[config.mk]
export PLATFORM = sky130hd
export DESIGN_NAME = core_stage_sparing_governor
export DESIGN_NICKNAME = d
export VERILOG_FILES = /design/src/hw/rtl/csgov_pkg.sv /design/src/hw/rtl/csgov_ctrl.sv /design/src/hw/rtl/csgov_dp.sv /design/src/hw/rtl/core_stage_sparing_governor.sv
export VERILOG_INCLUDE_DIRS = /design/src /design/src/hw/rtl
export SDC_FILE = /design/constraint.sdc
export NUM_CORES = 2
export LEC_CHECK = 0
export ABC_AREA = 1
export ABC_CLOCK_PERIOD_IN_PS = 12300
export BUFFER_PORTS_ARGS = -buffer_cell sky130_fd_sc_hd__buf_4
export CORE_MARGIN = 4
export CORE_UTILIZATION = 50
export CTS_CLUSTER_DIAMETER = 150
export CTS_CLUSTER_SIZE = 14
export DETAILED_ROUTE_END_ITERATION = 12
export PLACE_DENSITY = 0.67
export SYNTH_ARGS = -nofsm -noshare
export SYNTH_HDL_FRONTEND = slang
export SYNTH_SLANG_ARGS = --single-unit
[constraint.sdc]
create_clock -name i_clk -period 12.3 [get_ports i_clk]
set_input_delay 1.845 -clock i_clk [delete_from_list [all_inputs] [get_ports i_clk]]
set_output_delay 1.845 -clock i_clk [all_outputs]
set_load 0.01 [all_outputs]
[src/hw/rtl/core_stage_sparing_governor_macros.svh]
// Assertion helpers used by the governor datapath.
`ifndef CORE_STAGE_SPARING_GOVERNOR_MACROS_SVH
`define CORE_STAGE_SPARING_GOVERNOR_MACROS_SVH
`ifndef SYNTHESIS
// Same-cycle implication.
`define CSGOV_ASSERT_IMPL(name, clk, rst_n, ante, cons) \
    name: assert property (@(posedge clk) disable iff (!rst_n) (ante) |-> (cons)) \
        else $error("governor check failed");
// Next-cycle implication.
`define CSGOV_ASSERT_NEXT(name, clk, rst_n, ante, cons) \
    name: assert property (@(posedge clk) disable iff (!rst_n) (ante) |=> (cons)) \
        else $error("governor check failed");
`else
`define CSGOV_ASSERT_IMPL(name, clk, rst_n, ante, cons)
`define CSGOV_ASSERT_NEXT(name, clk, rst_n, ante, cons)
`endif
`endif

[src/hw/rtl/csgov_pkg.sv]
package csgov_pkg;

    // Sizing of the governed system.
    localparam int NUM_CPUS    = 8;
    localparam int MAX_DOMAINS = 4;
    localparam int MAX_STAGES  = 8;

    localparam int DOM_W   = $clog2(MAX_DOMAINS);
    localparam int STG_W   = $clog2(MAX_STAGES);
    localparam int CPU_W   = $clog2(NUM_CPUS);
    localparam int CNT_W   = $clog2(MAX_STAGES + 1);
    localparam int ADDR_W  = DOM_W + STG_W;
    localparam int DEPTH   = MAX_DOMAINS * MAX_STAGES;
    localparam int SUM_W   = 14;
    localparam int PROD_W  = 26;

    localparam logic [9:0]  RATIO_MAX      = 10'd1023;
    localparam logic [10:0] UTIL_MAX       = 11'd2047;
    localparam logic [9:0]  PCT            = 10'd100;
    localparam logic [9:0]  DEFAULT_PERIOD = 10'd16;

    // Command codes.
    localparam logic [2:0] CMD_LOAD_DOMAIN  = 3'd0;
    localparam logic [2:0] CMD_LOAD_STAGE   = 3'd1;
    localparam logic [2:0] CMD_STAGE_RATIO  = 3'd2;
    localparam logic [2:0] CMD_DOMAIN_RATIO = 3'd3;
    localparam logic [2:0] CMD_UTIL         = 3'd4;
    localparam logic [2:0] CMD_TICK         = 3'd5;
    localparam logic [2:0] CMD_ENABLE       = 3'd6;
    localparam logic [2:0] CMD_BUSY         = 3'd7;

    // Result status codes.
    localparam logic [1:0] STATUS_DONE      = 2'd0;
    localparam logic [1:0] STATUS_BAD_INDEX = 2'd1;
    localparam logic [1:0] STATUS_SKIPPED   = 2'd2;

    // Configuration register indexes.
    localparam logic [1:0] REG_UPDATE_PERIOD = 2'd0;
    localparam logic [1:0] REG_DOMAINS       = 2'd1;
    localparam logic [1:0] REG_FASTEST_MASK  = 2'd2;

    typedef struct packed {
        logic [2:0]  command;
        logic [1:0]  domain_index;
        logic [2:0]  stage_sel;
        logic [2:0]  cpu_index;
        logic [15:0] value;
        logic [7:0]  cpu_mask;
        logic [31:0] now_ms;
        logic [7:0]  online_mask;
        logic [7:0]  active_mask;
        logic [3:0]  misfit_count;
    } t_in_item;

    typedef struct packed {
        logic [7:0] governor_mask;
        logic       mask_changed;
        logic [1:0] status;
    } t_out_item;

    typedef struct packed {
        logic [15:0] thr;
        logic [7:0]  cpus;
    } t_stage_entry;

    // Controller to datapath commands.
    typedef struct packed {
        logic             capture;
        logic             exec;
        logic             dom_start_tick;
        logic             dom_start_force;
        logic             sum_step;
        logic             rd_back;
        logic             mul;
        logic             step_up;
        logic             step_down;
        logic             mask_or;
        logic             finish;
        logic             tick_mode;
        logic             load_out;
        logic [DOM_W:0]   dom_cnt;
        logic [CPU_W-1:0] cpu;
    } t_dp_cmd;

    // Datapath to controller status.
    typedef struct packed {
        logic bad;
        logic is_tick;
        logic tick_ok;
        logic force_now;
        logic dom_done;
        logic dom_empty;
        logic set_empty;
        logic can_fwd;
        logic can_back;
        logic fwd_go;
        logic back_go;
        logic out_free;
    } t_dp_stat;

    // Lowest-numbered fast CPUs, one per misfit task.
    function automatic logic [7:0] misfit_mask(input logic [7:0] fast,
                                               input logic [3:0] count);
        logic [7:0] m;
        logic [3:0] left;
        m    = '0;
        left = count;
        for (int c = 0; c < NUM_CPUS; c++) begin
            if (fast[c] && left != 4'd0) begin
                m[c] = 1'b1;
                left = left - 4'd1;
            end
        end
        return m;
    endfunction

endpackage

[src/hw/rtl/csgov_ctrl.sv]
module csgov_ctrl (
    input  logic                i_clk,
    input  logic                i_rst_n,
    input  logic                i_in_valid,
    output logic                o_in_ready,
    input  csgov_pkg::t_dp_stat i_stat,
    output csgov_pkg::t_dp_cmd  o_cmd
);
    import csgov_pkg::*;

    localparam logic [3:0] S_IDLE     = 4'd0;
    localparam logic [3:0] S_DECODE   = 4'd1;
    localparam logic [3:0] S_DOM      = 4'd2;
    localparam logic [3:0] S_SUM      = 4'd3;
    localparam logic [3:0] S_FWD_RD   = 4'd4;
    localparam logic [3:0] S_FWD_MUL  = 4'd5;
    localparam logic [3:0] S_FWD_CMP  = 4'd6;
    localparam logic [3:0] S_BACK_RD  = 4'd7;
    localparam logic [3:0] S_BACK_MUL = 4'd8;
    localparam logic [3:0] S_BACK_CMP = 4'd9;
    localparam logic [3:0] S_MASK_RD  = 4'd10;
    localparam logic [3:0] S_MASK_OR  = 4'd11;
    localparam logic [3:0] S_FINAL    = 4'd12;
    localparam logic [3:0] S_DONE     = 4'd13;

    logic [3:0]       r_state, n_state;
    logic [DOM_W:0]   r_dom, n_dom;
    logic [CPU_W-1:0] r_cpu, n_cpu;
    logic             r_tick, n_tick;

    // Sequencer registers.
    always_ff @(posedge i_clk) begin
        if (!i_rst_n) begin
            r_state <= S_IDLE;
            r_dom   <= '0;
            r_cpu   <= '0;
            r_tick  <= 1'b0;
        end else begin
            r_state <= n_state;
            r_dom   <= n_dom;
            r_cpu   <= n_cpu;
            r_tick  <= n_tick;
        end
    end

    assign o_in_ready = (r_state == S_IDLE);

    // Next state and datapath commands.
    always_comb begin
        n_state = r_state;
        n_dom   = r_dom;
        n_cpu   = r_cpu;
        n_tick  = r_tick;
        o_cmd           = '0;
        o_cmd.dom_cnt   = r_dom;
        o_cmd.cpu       = r_cpu;
        o_cmd.tick_mode = r_tick;
        unique case (r_state)
            S_IDLE: begin
                if (i_in_valid) begin
                    o_cmd.capture = 1'b1;
                    n_state = S_DECODE;
                end
            end
            S_DECODE: begin
                o_cmd.exec = 1'b1;
                n_dom = '0;
                if (i_stat.bad) begin
                    n_state = S_DONE;
                end else if (i_stat.is_tick && i_stat.tick_ok) begin
                    n_tick  = 1'b1;
                    n_state = S_DOM;
                end else if (i_stat.force_now) begin
                    n_tick  = 1'b0;
                    n_state = S_DOM;
                end else begin
                    n_state = S_DONE;
                end
            end
            S_DOM: begin
                if (i_stat.dom_done) begin
                    n_state = S_FINAL;
                end else if (i_stat.dom_empty) begin
                    n_dom = r_dom + 1'b1;
                end else if (r_tick) begin
                    o_cmd.dom_start_tick = 1'b1;
                    n_cpu   = '0;
                    n_state = S_SUM;
                end else begin
                    o_cmd.dom_start_force = 1'b1;
                    n_state = S_MASK_RD;
                end
            end
            S_SUM: begin
                o_cmd.sum_step = 1'b1;
                n_cpu = r_cpu + 1'b1;
                if (r_cpu == CPU_W'(NUM_CPUS - 1)) begin
                    n_state = i_stat.set_empty ? S_MASK_RD : S_FWD_RD;
                end
            end
            S_FWD_RD: begin
                n_state = i_stat.can_fwd ? S_FWD_MUL : S_BACK_RD;
            end
            S_FWD_MUL: begin
                o_cmd.mul = 1'b1;
                n_state = S_FWD_CMP;
            end
            S_FWD_CMP: begin
                if (i_stat.fwd_go) begin
                    o_cmd.step_up = 1'b1;
                    n_state = S_FWD_RD;
                end else begin
                    n_state = S_BACK_RD;
                end
            end
            S_BACK_RD: begin
                o_cmd.rd_back = 1'b1;
                n_state = i_stat.can_back ? S_BACK_MUL : S_MASK_RD;
            end
            S_BACK_MUL: begin
                o_cmd.rd_back = 1'b1;
                o_cmd.mul = 1'b1;
                n_state = S_BACK_CMP;
            end
            S_BACK_CMP: begin
                if (i_stat.back_go) begin
                    o_cmd.step_down = 1'b1;
                    n_state = S_BACK_RD;
                end else begin
                    n_state = S_MASK_RD;
                end
            end
            S_MASK_RD: begin
                n_state = S_MASK_OR;
            end
            S_MASK_OR: begin
                o_cmd.mask_or = 1'b1;
                n_dom = r_dom + 1'b1;
                n_state = S_DOM;
            end
            S_FINAL: begin
                o_cmd.finish = 1'b1;
                n_state = S_DONE;
            end
            S_DONE: begin
                if (i_stat.out_free) begin
                    o_cmd.load_out = 1'b1;
                    n_state = S_IDLE;
                end
            end
            default: begin
                n_state = S_IDLE;
            end
        endcase
    end

endmodule

[src/hw/rtl/csgov_dp.sv]
`include "core_stage_sparing_governor_macros.svh"

module csgov_dp (
    input  logic                 i_clk,
    input  logic                 i_rst_n,
    input  csgov_pkg::t_dp_cmd   i_cmd,
    output csgov_pkg::t_dp_stat  o_stat,
    input  csgov_pkg::t_in_item  i_in_data,
    input  logic [9:0]           i_period,
    input  logic [2:0]           i_domains,
    input  logic [7:0]           i_fastest,
    output logic                 o_out_valid,
    input  logic                 i_out_ready,
    output csgov_pkg::t_out_item o_out_data
);
    import csgov_pkg::*;

    // Captured transaction and per-item bookkeeping.
    t_in_item    r_item;
    logic [7:0]  r_before;
    logic [1:0]  r_status;

    // Governor state.
    logic [7:0]        r_dom_cpus  [MAX_DOMAINS];
    logic [CNT_W-1:0]  r_dom_cnt   [MAX_DOMAINS];
    logic [STG_W-1:0]  r_dom_cur   [MAX_DOMAINS];
    logic [9:0]        r_dom_ratio [MAX_DOMAINS];
    logic [10:0]       r_util      [NUM_CPUS];
    logic [7:0]        r_ungov;
    logic [7:0]        r_allowed;
    logic [31:0]       r_last;
    logic              r_gov_on;
    logic              r_skip;

    // Stage tables.
    t_stage_entry      mem_sc   [DEPTH];
    logic [9:0]        mem_tune [DEPTH];
    logic [DEPTH-1:0]  r_tune_vld;
    t_stage_entry      r_sc_q;
    logic [9:0]        r_tune_q;
    logic              r_tune_vld_q;

    // Working registers for one domain walk.
    logic [STG_W-1:0]  r_cur;
    logic [SUM_W-1:0]  r_sum;
    logic [PROD_W-1:0] r_prod;
    logic [7:0]        r_m;

    logic              r_out_valid;
    t_out_item         r_out;

    logic [DOM_W-1:0]  w_dom;
    logic [7:0]        w_set;
    logic [2:0]        w_gov_n;
    logic              w_bad;
    logic [32:0]       w_due;
    logic [ADDR_W-1:0] w_wr_addr;
    logic [ADDR_W-1:0] w_sc_addr;
    logic [ADDR_W-1:0] w_tune_addr;
    logic [STG_W-1:0]  w_sc_stage;
    logic [9:0]        w_tune_eff;
    logic [9:0]        w_ratio;
    logic [15:0]       w_thr_eff;
    logic [PROD_W-1:0] w_sum100;
    logic [PROD_W-1:0] w_sum1_100;
    logic              w_cur_lt_cnt;
    logic [1:0]        w_status;
    logic              w_val_nz;

    assign w_dom    = i_cmd.dom_cnt[DOM_W-1:0];
    assign w_set    = r_item.online_mask & r_dom_cpus[w_dom];
    assign w_gov_n  = (i_domains > 3'(MAX_DOMAINS)) ? 3'(MAX_DOMAINS) : i_domains;
    assign w_val_nz = (r_item.value != 16'd0);

    // Index checks for the addressed command.
    always_comb begin
        w_bad = 1'b0;
        if (r_item.command <= CMD_DOMAIN_RATIO && int'(r_item.domain_index) >= MAX_DOMAINS) begin
            w_bad = 1'b1;
        end
        if ((r_item.command == CMD_LOAD_STAGE || r_item.command == CMD_STAGE_RATIO) &&
            int'(r_item.stage_sel) >= MAX_STAGES) begin
            w_bad = 1'b1;
        end
        if (r_item.command == CMD_UTIL && int'(r_item.cpu_index) >= NUM_CPUS) begin
            w_bad = 1'b1;
        end
    end

    assign w_due = {1'b0, r_last} + 33'(i_period);

    always_comb begin
        if (w_bad) begin
            w_status = STATUS_BAD_INDEX;
        end else if (r_item.command == CMD_TICK && !o_stat.tick_ok) begin
            w_status = STATUS_SKIPPED;
        end else begin
            w_status = STATUS_DONE;
        end
    end

    // Stage table addressing.
    assign w_wr_addr   = {r_item.domain_index[DOM_W-1:0], r_item.stage_sel[STG_W-1:0]};
    assign w_sc_stage  = i_cmd.rd_back ? (r_cur - 1'b1) : r_cur;
    assign w_sc_addr   = {w_dom, w_sc_stage};
    assign w_tune_addr = {w_dom, r_cur};

    // Threshold scaling operands and comparisons.
    assign w_tune_eff = r_tune_vld_q ? r_tune_q : 10'd0;
    assign w_ratio    = (w_tune_eff > r_dom_ratio[w_dom]) ? w_tune_eff : r_dom_ratio[w_dom];
    assign w_thr_eff  = i_cmd.rd_back ? (r_sc_q.thr >> 1) : r_sc_q.thr;
    assign w_sum100   = PROD_W'(r_sum) * PROD_W'(PCT);
    assign w_sum1_100 = PROD_W'(r_sum + 1'b1) * PROD_W'(PCT);
    assign w_cur_lt_cnt = (CNT_W'(r_cur) < r_dom_cnt[w_dom]);

    // Status toward the controller.
    always_comb begin
        o_stat.bad       = w_bad;
        o_stat.is_tick   = (r_item.command == CMD_TICK);
        o_stat.tick_ok   = r_gov_on && (i_domains != 3'd0) && !r_skip &&
                           ({1'b0, r_item.now_ms} >= w_due);
        o_stat.force_now = ((r_item.command == CMD_ENABLE) && r_gov_on && !w_val_nz) ||
                           ((r_item.command == CMD_BUSY) && r_gov_on && !r_skip && w_val_nz);
        o_stat.dom_done  = (i_cmd.dom_cnt >= w_gov_n);
        o_stat.dom_empty = (r_dom_cnt[w_dom] == '0);
        o_stat.set_empty = (w_set == 8'd0);
        o_stat.can_fwd   = ((CNT_W'(r_cur) + 1'b1) < r_dom_cnt[w_dom]);
        o_stat.can_back  = (r_cur != '0);
        o_stat.fwd_go    = (w_sum100 > r_prod);
        o_stat.back_go   = (w_sum1_100 <= r_prod);
        o_stat.out_free  = !r_out_valid || i_out_ready;
    end

    // Stage tables: written by the load-stage and stage-ratio commands, read once per cycle.
    always_ff @(posedge i_clk) begin
        if (i_cmd.exec && !w_bad && r_item.command == CMD_LOAD_STAGE) begin
            mem_sc[w_wr_addr] <= '{thr: r_item.value, cpus: r_item.cpu_mask};
        end
        if (i_cmd.exec && !w_bad && r_item.command == CMD_STAGE_RATIO) begin
            mem_tune[w_wr_addr] <= (r_item.value > 16'(RATIO_MAX)) ? RATIO_MAX
                                                                   : r_item.value[9:0];
        end
        r_sc_q       <= mem_sc[w_sc_addr];
        r_tune_q     <= mem_tune[w_tune_addr];
        r_tune_vld_q <= r_tune_vld[w_tune_addr];
    end

    always_ff @(posedge i_clk) begin
        if (!i_rst_n) begin
            r_tune_vld <= '0;
        end else if (i_cmd.exec && !w_bad && r_item.command == CMD_STAGE_RATIO) begin
            r_tune_vld[w_wr_addr] <= 1'b1;
        end
    end

    // Captured item and working registers.
    always_ff @(posedge i_clk) begin
        if (i_cmd.capture) begin
            r_item   <= i_in_data;
            r_before <= r_allowed;
            r_m      <= 8'd0;
        end
        if (i_cmd.exec) begin
            r_status <= w_status;
        end
        if (i_cmd.dom_start_tick) begin
            r_cur <= (CNT_W'(r_dom_cur[w_dom]) >= r_dom_cnt[w_dom])
                     ? STG_W'(r_dom_cnt[w_dom] - 1'b1) : r_dom_cur[w_dom];
            r_sum <= '0;
        end else if (i_cmd.dom_start_force) begin
            r_cur <= STG_W'(r_dom_cnt[w_dom] - 1'b1);
        end else if (i_cmd.step_up) begin
            r_cur <= r_cur + 1'b1;
        end else if (i_cmd.step_down) begin
            r_cur <= r_cur - 1'b1;
        end
        if (i_cmd.sum_step && w_set[i_cmd.cpu]) begin
            r_sum <= r_sum + SUM_W'(r_util[i_cmd.cpu]);
        end
        if (i_cmd.mul) begin
            r_prod <= PROD_W'(w_thr_eff) * PROD_W'(w_ratio);
        end
        if (i_cmd.mask_or) begin
            r_m <= r_m | r_sc_q.cpus;
        end
    end

    // Governor state updates.
    always_ff @(posedge i_clk) begin
        if (!i_rst_n) begin
            for (int d = 0; d < MAX_DOMAINS; d++) begin
                r_dom_cpus[d]  <= '0;
                r_dom_cnt[d]   <= '0;
                r_dom_cur[d]   <= '0;
                r_dom_ratio[d] <= PCT;
            end
            for (int c = 0; c < NUM_CPUS; c++) begin
                r_util[c] <= '0;
            end
            r_ungov   <= 8'hFF;
            r_allowed <= 8'hFF;
            r_last    <= '0;
            r_gov_on  <= 1'b1;
            r_skip    <= 1'b0;
        end else begin
            if (i_cmd.exec && !w_bad) begin
                unique case (r_item.command)
                    CMD_LOAD_DOMAIN: begin
                        r_dom_cpus[r_item.domain_index]  <= r_item.cpu_mask;
                        r_dom_cnt[r_item.domain_index]   <=
                            (r_item.value > 16'(MAX_STAGES)) ? CNT_W'(MAX_STAGES)
                                                             : r_item.value[CNT_W-1:0];
                        r_dom_cur[r_item.domain_index]   <= '0;
                        r_dom_ratio[r_item.domain_index] <= PCT;
                        r_ungov <= r_ungov & ~r_item.cpu_mask;
                    end
                    CMD_DOMAIN_RATIO: begin
                        r_dom_ratio[r_item.domain_index] <=
                            (r_item.value > 16'(RATIO_MAX)) ? RATIO_MAX : r_item.value[9:0];
                    end
                    CMD_UTIL: begin
                        r_util[r_item.cpu_index] <=
                            (r_item.value > 16'(UTIL_MAX)) ? UTIL_MAX : r_item.value[10:0];
                    end
                    CMD_ENABLE: begin
                        r_gov_on <= w_val_nz;
                    end
                    CMD_BUSY: begin
                        r_skip <= w_val_nz;
                    end
                    CMD_LOAD_STAGE, CMD_STAGE_RATIO, CMD_TICK: begin
                    end
                    default: begin
                    end
                endcase
            end
            if (i_cmd.mask_or) begin
                r_dom_cur[w_dom] <= r_cur;
            end
            if (i_cmd.finish) begin
                r_allowed <= r_m | r_ungov |
                             (i_cmd.tick_mode ? misfit_mask(i_fastest & r_item.active_mask,
                                                            r_item.misfit_count) : 8'd0);
                if (i_cmd.tick_mode) begin
                    r_last <= r_item.now_ms;
                end
            end
        end
    end

    // Output register; a finished result waits here while the next item is taken.
    always_ff @(posedge i_clk) begin
        if (!i_rst_n) begin
            r_out_valid <= 1'b0;
        end else if (i_cmd.load_out) begin
            r_out_valid <= 1'b1;
        end else if (i_out_ready) begin
            r_out_valid <= 1'b0;
        end
    end

    always_ff @(posedge i_clk) begin
        if (i_cmd.load_out) begin
            r_out.governor_mask <= r_allowed;
            r_out.mask_changed  <= (r_allowed != r_before);
            r_out.status        <= r_status;
        end
    end

    assign o_out_valid = r_out_valid;
    assign o_out_data  = r_out;

    `CSGOV_ASSERT_IMPL(a_step_up_in_range, i_clk, i_rst_n, i_cmd.step_up, o_stat.can_fwd)
    `CSGOV_ASSERT_IMPL(a_stage_kept_in_range, i_clk, i_rst_n, i_cmd.mask_or, w_cur_lt_cnt)
    `CSGOV_ASSERT_NEXT(a_tick_stamps_time, i_clk, i_rst_n, i_cmd.finish && i_cmd.tick_mode, r_last == $past(r_item.now_ms))

endmodule

[src/hw/rtl/core_stage_sparing_governor.sv]
// Non-tick commands without a forced update, and skipped ticks, go from decode straight to the output stage.
// Performed tick: per governed domain with stages, a one-CPU-per-cycle utilization sum, then
// threshold compares that step the stage up, then down, and a read of the stage's CPU mask;
// a forced update takes each domain with stages to its last stage and reads its CPU mask.
// The next item can be taken once the result has entered the output register.
// Reset is synchronous and active low; stage tables are not cleared and hold no value until loaded.
module core_stage_sparing_governor (
    input  logic                 i_clk,
    input  logic                 i_rst_n,
    input  logic                 i_in_valid,
    output logic                 o_in_ready,
    input  csgov_pkg::t_in_item  i_in_data,
    output logic                 o_out_valid,
    input  logic                 i_out_ready,
    output csgov_pkg::t_out_item o_out_data,
    input  logic                 psel,
    input  logic                 penable,
    input  logic                 pwrite,
    input  logic [3:0]           paddr,
    input  logic [31:0]          pwdata,
    output logic [31:0]          prdata,
    output logic                 pready
);
    import csgov_pkg::*;

    logic [9:0] r_period;
    logic [2:0] r_domains;
    logic [7:0] r_fastest;
    logic [1:0] w_reg_idx;
    logic       w_wr;

    t_dp_cmd    w_cmd;
    t_dp_stat   w_stat;

    assign pready    = 1'b1;
    assign w_reg_idx = paddr[3:2];
    assign w_wr      = psel && penable && pwrite;

    // Configuration registers.
    always_ff @(posedge i_clk) begin
        if (!i_rst_n) begin
            r_period  <= DEFAULT_PERIOD;
            r_domains <= '0;
            r_fastest <= '0;
        end else if (w_wr) begin
            unique case (w_reg_idx)
                REG_UPDATE_PERIOD: r_period  <= pwdata[9:0];
                REG_DOMAINS:       r_domains <= pwdata[2:0];
                REG_FASTEST_MASK:  r_fastest <= pwdata[7:0];
                default: begin
                end
            endcase
        end
    end

    // Register readback.
    always_comb begin
        unique case (w_reg_idx)
            REG_UPDATE_PERIOD: prdata = 32'(r_period);
            REG_DOMAINS:       prdata = 32'(r_domains);
            REG_FASTEST_MASK:  prdata = 32'(r_fastest);
            default:           prdata = 32'd0;
        endcase
    end

    csgov_ctrl u_ctrl (
        .i_clk      (i_clk),
        .i_rst_n    (i_rst_n),
        .i_in_valid (i_in_valid),
        .o_in_ready (o_in_ready),
        .i_stat     (w_stat),
        .o_cmd      (w_cmd)
    );

    csgov_dp u_dp (
        .i_clk       (i_clk),
        .i_rst_n     (i_rst_n),
        .i_cmd       (w_cmd),
        .o_stat      (w_stat),
        .i_in_data   (i_in_data),
        .i_period    (r_period),
        .i_domains   (r_domains),
        .i_fastest   (r_fastest),
        .o_out_valid (o_out_valid),
        .i_out_ready (i_out_ready),
        .o_out_data  (o_out_data)
    );

endmodule
==> reports/results.md <==
| Metric | This run | Unit |
|:---|:---|:---|
| Area growth from synthesis to layout | 9.49 | % |
| Gate count after technology mapping | 6582 | - |
| Seq pwr share | 29.7 | % |
| Maximum buffer depth of the clock tree | 3 | - |
| Least-Margin Pin Slew | 1310 | ps |
| Normalized max-slew margin | 12.3 | % |
| Global route total overflow | 0 | - |
| Root Driver | clkbuf_16 | - |
| Kind of path behind the tightest hold check | reg2reg | - |
| Switching Fraction | 41.6 | % |
| Clock Latency Late Sink | 810 | ps |
| Power Density | 305 | nW/um^2 |
| Vias | 51000 | - |
| Placeable Area | 146000 | sq um |
| Count of standard-cell rows | 140 | - |
| Worst VDD drop | 1.26 | mV |
| Crit path max-delay family | adder cells | - |
| Clock share of power | 16.2 | % |
| Total global routing track utilization | 25.5 | % |
| Most prevalent standard cell on the critical path | nand2_1 | - |
| Maximum number of pins on one net before global-route repair | 227 | - |
| Antenna Nets Post-Route | 0 | - |
| CP Class | reg2reg | - |
| Length of routed met3 wiring | 16.2 | mm |
| Yosys top cell by area | edfxtp_1 | - |
| Clock tree skew after final layout | 50.2 | ps |
| Yosys synthesis warning count | 0 | - |
| Total routed wire length on the met1 layer | 82.3 | mm |
| Worst path buffer plus inverter count | 9 | - |
| Max FO, Critical Path | 51 | - |
| Number of clock sinks | 1588 | - |
| Net Switching | 10.2 | mW |
| Port Buf Inserts | 127 | - |
| Number of distinct library cell variants in the gate-level netlist after synthesis | 59 | - |
| Top_reg_cell synth | edfxtp_1 | - |
| Final weighted congestion in routability-driven placement | 0.911 | - |
| Most common library cells after synthesis | 1433 x edfxtp_1, 1265 x nor2_1, 739 x o21ai_0 | - |
| Int Pwr | 14.4 | mW |
| Setup slack after layout | 2600 | ps |
| Worst endpoint required time | 12850 | ps |
| Unrepaired setup endpoints after global routing | no | - |
| Area share of the largest cell type after synthesis | 58.2 | % |
| Final layout net count | 7162 | - |
| Shortest clock period the worst path allows after layout | 9700 | ps |
| Highest clock rate | 103 | MHz |
| Vias in the first global route | 49000 | - |
| Post-Syn Area per Cell | 11.2 | sq um |
| Tcrit/Tclk final | 78.9 | % |
| Ranking of synthesized cells by area | edfxtp_1 58%, nor2_1 6.4%, o21ai_0 5.0% | - |
| Pre-antenna DRT Iters | 8 | - |
| Antenna violations before repair | 2 | - |
| Run status | finished clean | - |
| Post-layout power | 24.6 | mW |
| Final hold slack | 433 | ps |
| Max stage delay cell, worst path | fa_1 | - |
| Startpoint kind of the worst setup timing path | register | - |
| Max incr delay on CP | 570 | ps |
| Cell Area, Placed | 77100 | sq um |
| Critical Path Sink Type | register | - |
| FF+latch count, synth | 1588 | - |
| Share of the yosys chip area belonging to registers | 62.4 | % |
| Via density per instance | 5.90 | - |
| Post-Syn Area | 73900 | sq um |
| Resized cells post-CTS | 0 | - |
| Wire length of the first global-routing pass | 296 | mm |
| Max layer used | met4 | - |
| Routed met2 length | 93.5 | mm |
| Post-detailed-route wirelength per cell | 23.0 | um |
| Total count of hold-check failures in the final report | 0 | - |
| Die area | 154000 | sq um |
| Data arrival time of the worst path | 10250 | ps |
| Hold Path Origin | u_dp.r_status[1] | - |
| Total inserted antenna cells | 0 | - |
| Vertical extent of the die | 392 | um |
| Clock transition at the registers of the reported paths | 70 | ps |
| Setup bufs post-CTS | 0 | - |
| TritonCTS Buffers | 131 | - |
| Maximum capacitance violations | 0 | - |
| Total negative slack for setup checks | 0 | ps |
| Overall die width | 392 | um |
| Number of setup violations in the final report | 0 | - |
| Number of enable flip-flop cells after synthesis | 1433 | - |
| Number of primary I/O pins | 176 | - |
| Pre-CTS WS | 2630 | ps |
| Most common cell in the netlist | edfxtp_1 | - |
| Starting density of the core | 50.5 | % |
| Half-perimeter wire length after placement | 121 | mm |
| Final number of max-transition violations | 0 | - |
| # hold bufs at CTS | 0 | - |
| DRC violation count after routing | 0 | - |
| Fraction of final layout cells sized beyond drive strength 1 | 7.15 | % |
| Area of all placed cells without fillers | 80900 | sq um |
| Share of power burned in combinational logic | 54.1 | % |
| Leakage | 30.1 | nW |
| Async set-reset flop share out of synthesis | 0 | % |
| Number of design-rule violations left by the first detailed-router iteration | 5342 | - |
| CTS tree | yes | - |
| Clock H-tree levels | 4 | - |
| Sum of routed wire length over all layers | 199 | mm |
layout by cell type, fill, tap and decap left out, types with 6 or more instances in the layout:
cell	netlist	final
edfxtp_1	1433	1433
nor2_1	1265	1231
o21ai_0	739	736
inv_1	574	569
nand2_1	539	536
ha_1	286	286
o221ai_1	235	235
buf_4	24	225
a21oi_1	189	189
nand3_1	171	171
dfxtp_1	155	153
clkbuf_16	0	132
fa_1	131	131
clkbuf_1	316	85
a31oi_1	74	74
o22ai_1	73	72
xor2_1	68	68
xnor2_1	36	36
nor2_4	2	35
nor3_1	33	32
o211ai_1	30	30
conb_1	2	24
nand2_2	22	23
nand4_1	21	21
o21ai_1	16	17
a32o_1	13	13
o21bai_1	13	13
a32oi_1	11	11
inv_2	9	8
nor2_2	7	8
o31ai_1	7	7
clkinv_1	6	6
o21a_1	6	6
a211oi_1	6	6
cell type report:
type	instances	area [sq um]
timing repair buffer	229	1770
tap	1917	2400
clock inverter	15	245
fill	12100	65300
sequential	1588	46100
inverter	589	2230
multi-input combinational	4076	24500
clock buffer	217	3620
routing by layer:
metal,up-vias,global-route usage (%)
met3,345,4.13
met2,2137,41.4
met1,25200,35.0
met4,0,8.87
li1,23300,-
met5,-,0
stage by stage:
step                cells  util, %
floorplan            6604        -
global placement     8399     52.7
detailed placement   8399     52.7
CTS                  8631     55.3
global route         8631     55.3
finish               8631     55.3
flip-flops by register name, indices dropped and copies added (netlist names), 12 cells and up, named ones only:
name              flops
u_dp.r_dom_cnt       16
u_dp.r_item          87
u_dp.r_sc_q          24
u_dp.r_tune_vld      32
u_dp.r_prod          26
u_dp.r_last          32
u_dp.r_dom_cpus      32
u_dp.mem_sc         768
u_dp.r_sum           14
u_dp.mem_tune       320
u_dp.r_dom_ratio     40
u_dp.r_dom_cur       12
u_dp.r_util          88
worst reg2reg max path, delay by kind of cell, from the launching register on:
family	cells	cell delay, ps
flops	1	300
buf+inv	9	1770
xor+xnor	1	110
fa+ha+maj	7	3190
simple gates	16	1960
compound gates	12	2160
worst paths after layout:
check | endpoint | slack [ps] | cells after the start
setup / recovery | u_dp.r_prod[24] | 2600 | 45
hold reg to reg | u_dp.o_out_data[1] | 430 | 0
hold / removal | u_dp.o_out_data[1] | 430 | 0
setup reg to reg | u_dp.r_prod[24] | 2600 | 45
power groups by stage:
stage | Clock, mW | Sequential (mW) | Combinational (mW)
floorplan | 0 | 7.43 | 10.1
finish | 3.99 | 7.32 | 13.3
global route | 4.25 | 7.34 | 15.4
detailed placement | 0 | 7.44 | 13.4
CTS | 4.04 | 7.32 | 13.5
global placement | 0 | 7.43 | 13.3
logic make-up (layout without fill, tap and decap cells):
group	count (synthesis)	count (layout)	synth area share, %
multiplexers	1	1	0.0152
buffers and inverters	940	1050	4.92
AO/OA/AOI/OAI	1440	1440	11.7
flip-flops	1588	1588	62.4
AND/OR/NAND/NOR	2090	2090	11.3
other	2	24	0.0102
XOR/XNOR	104	104	1.23
adder cells (fa/ha/maj)	417	417	8.39
(Power assumes the default switching activity.)
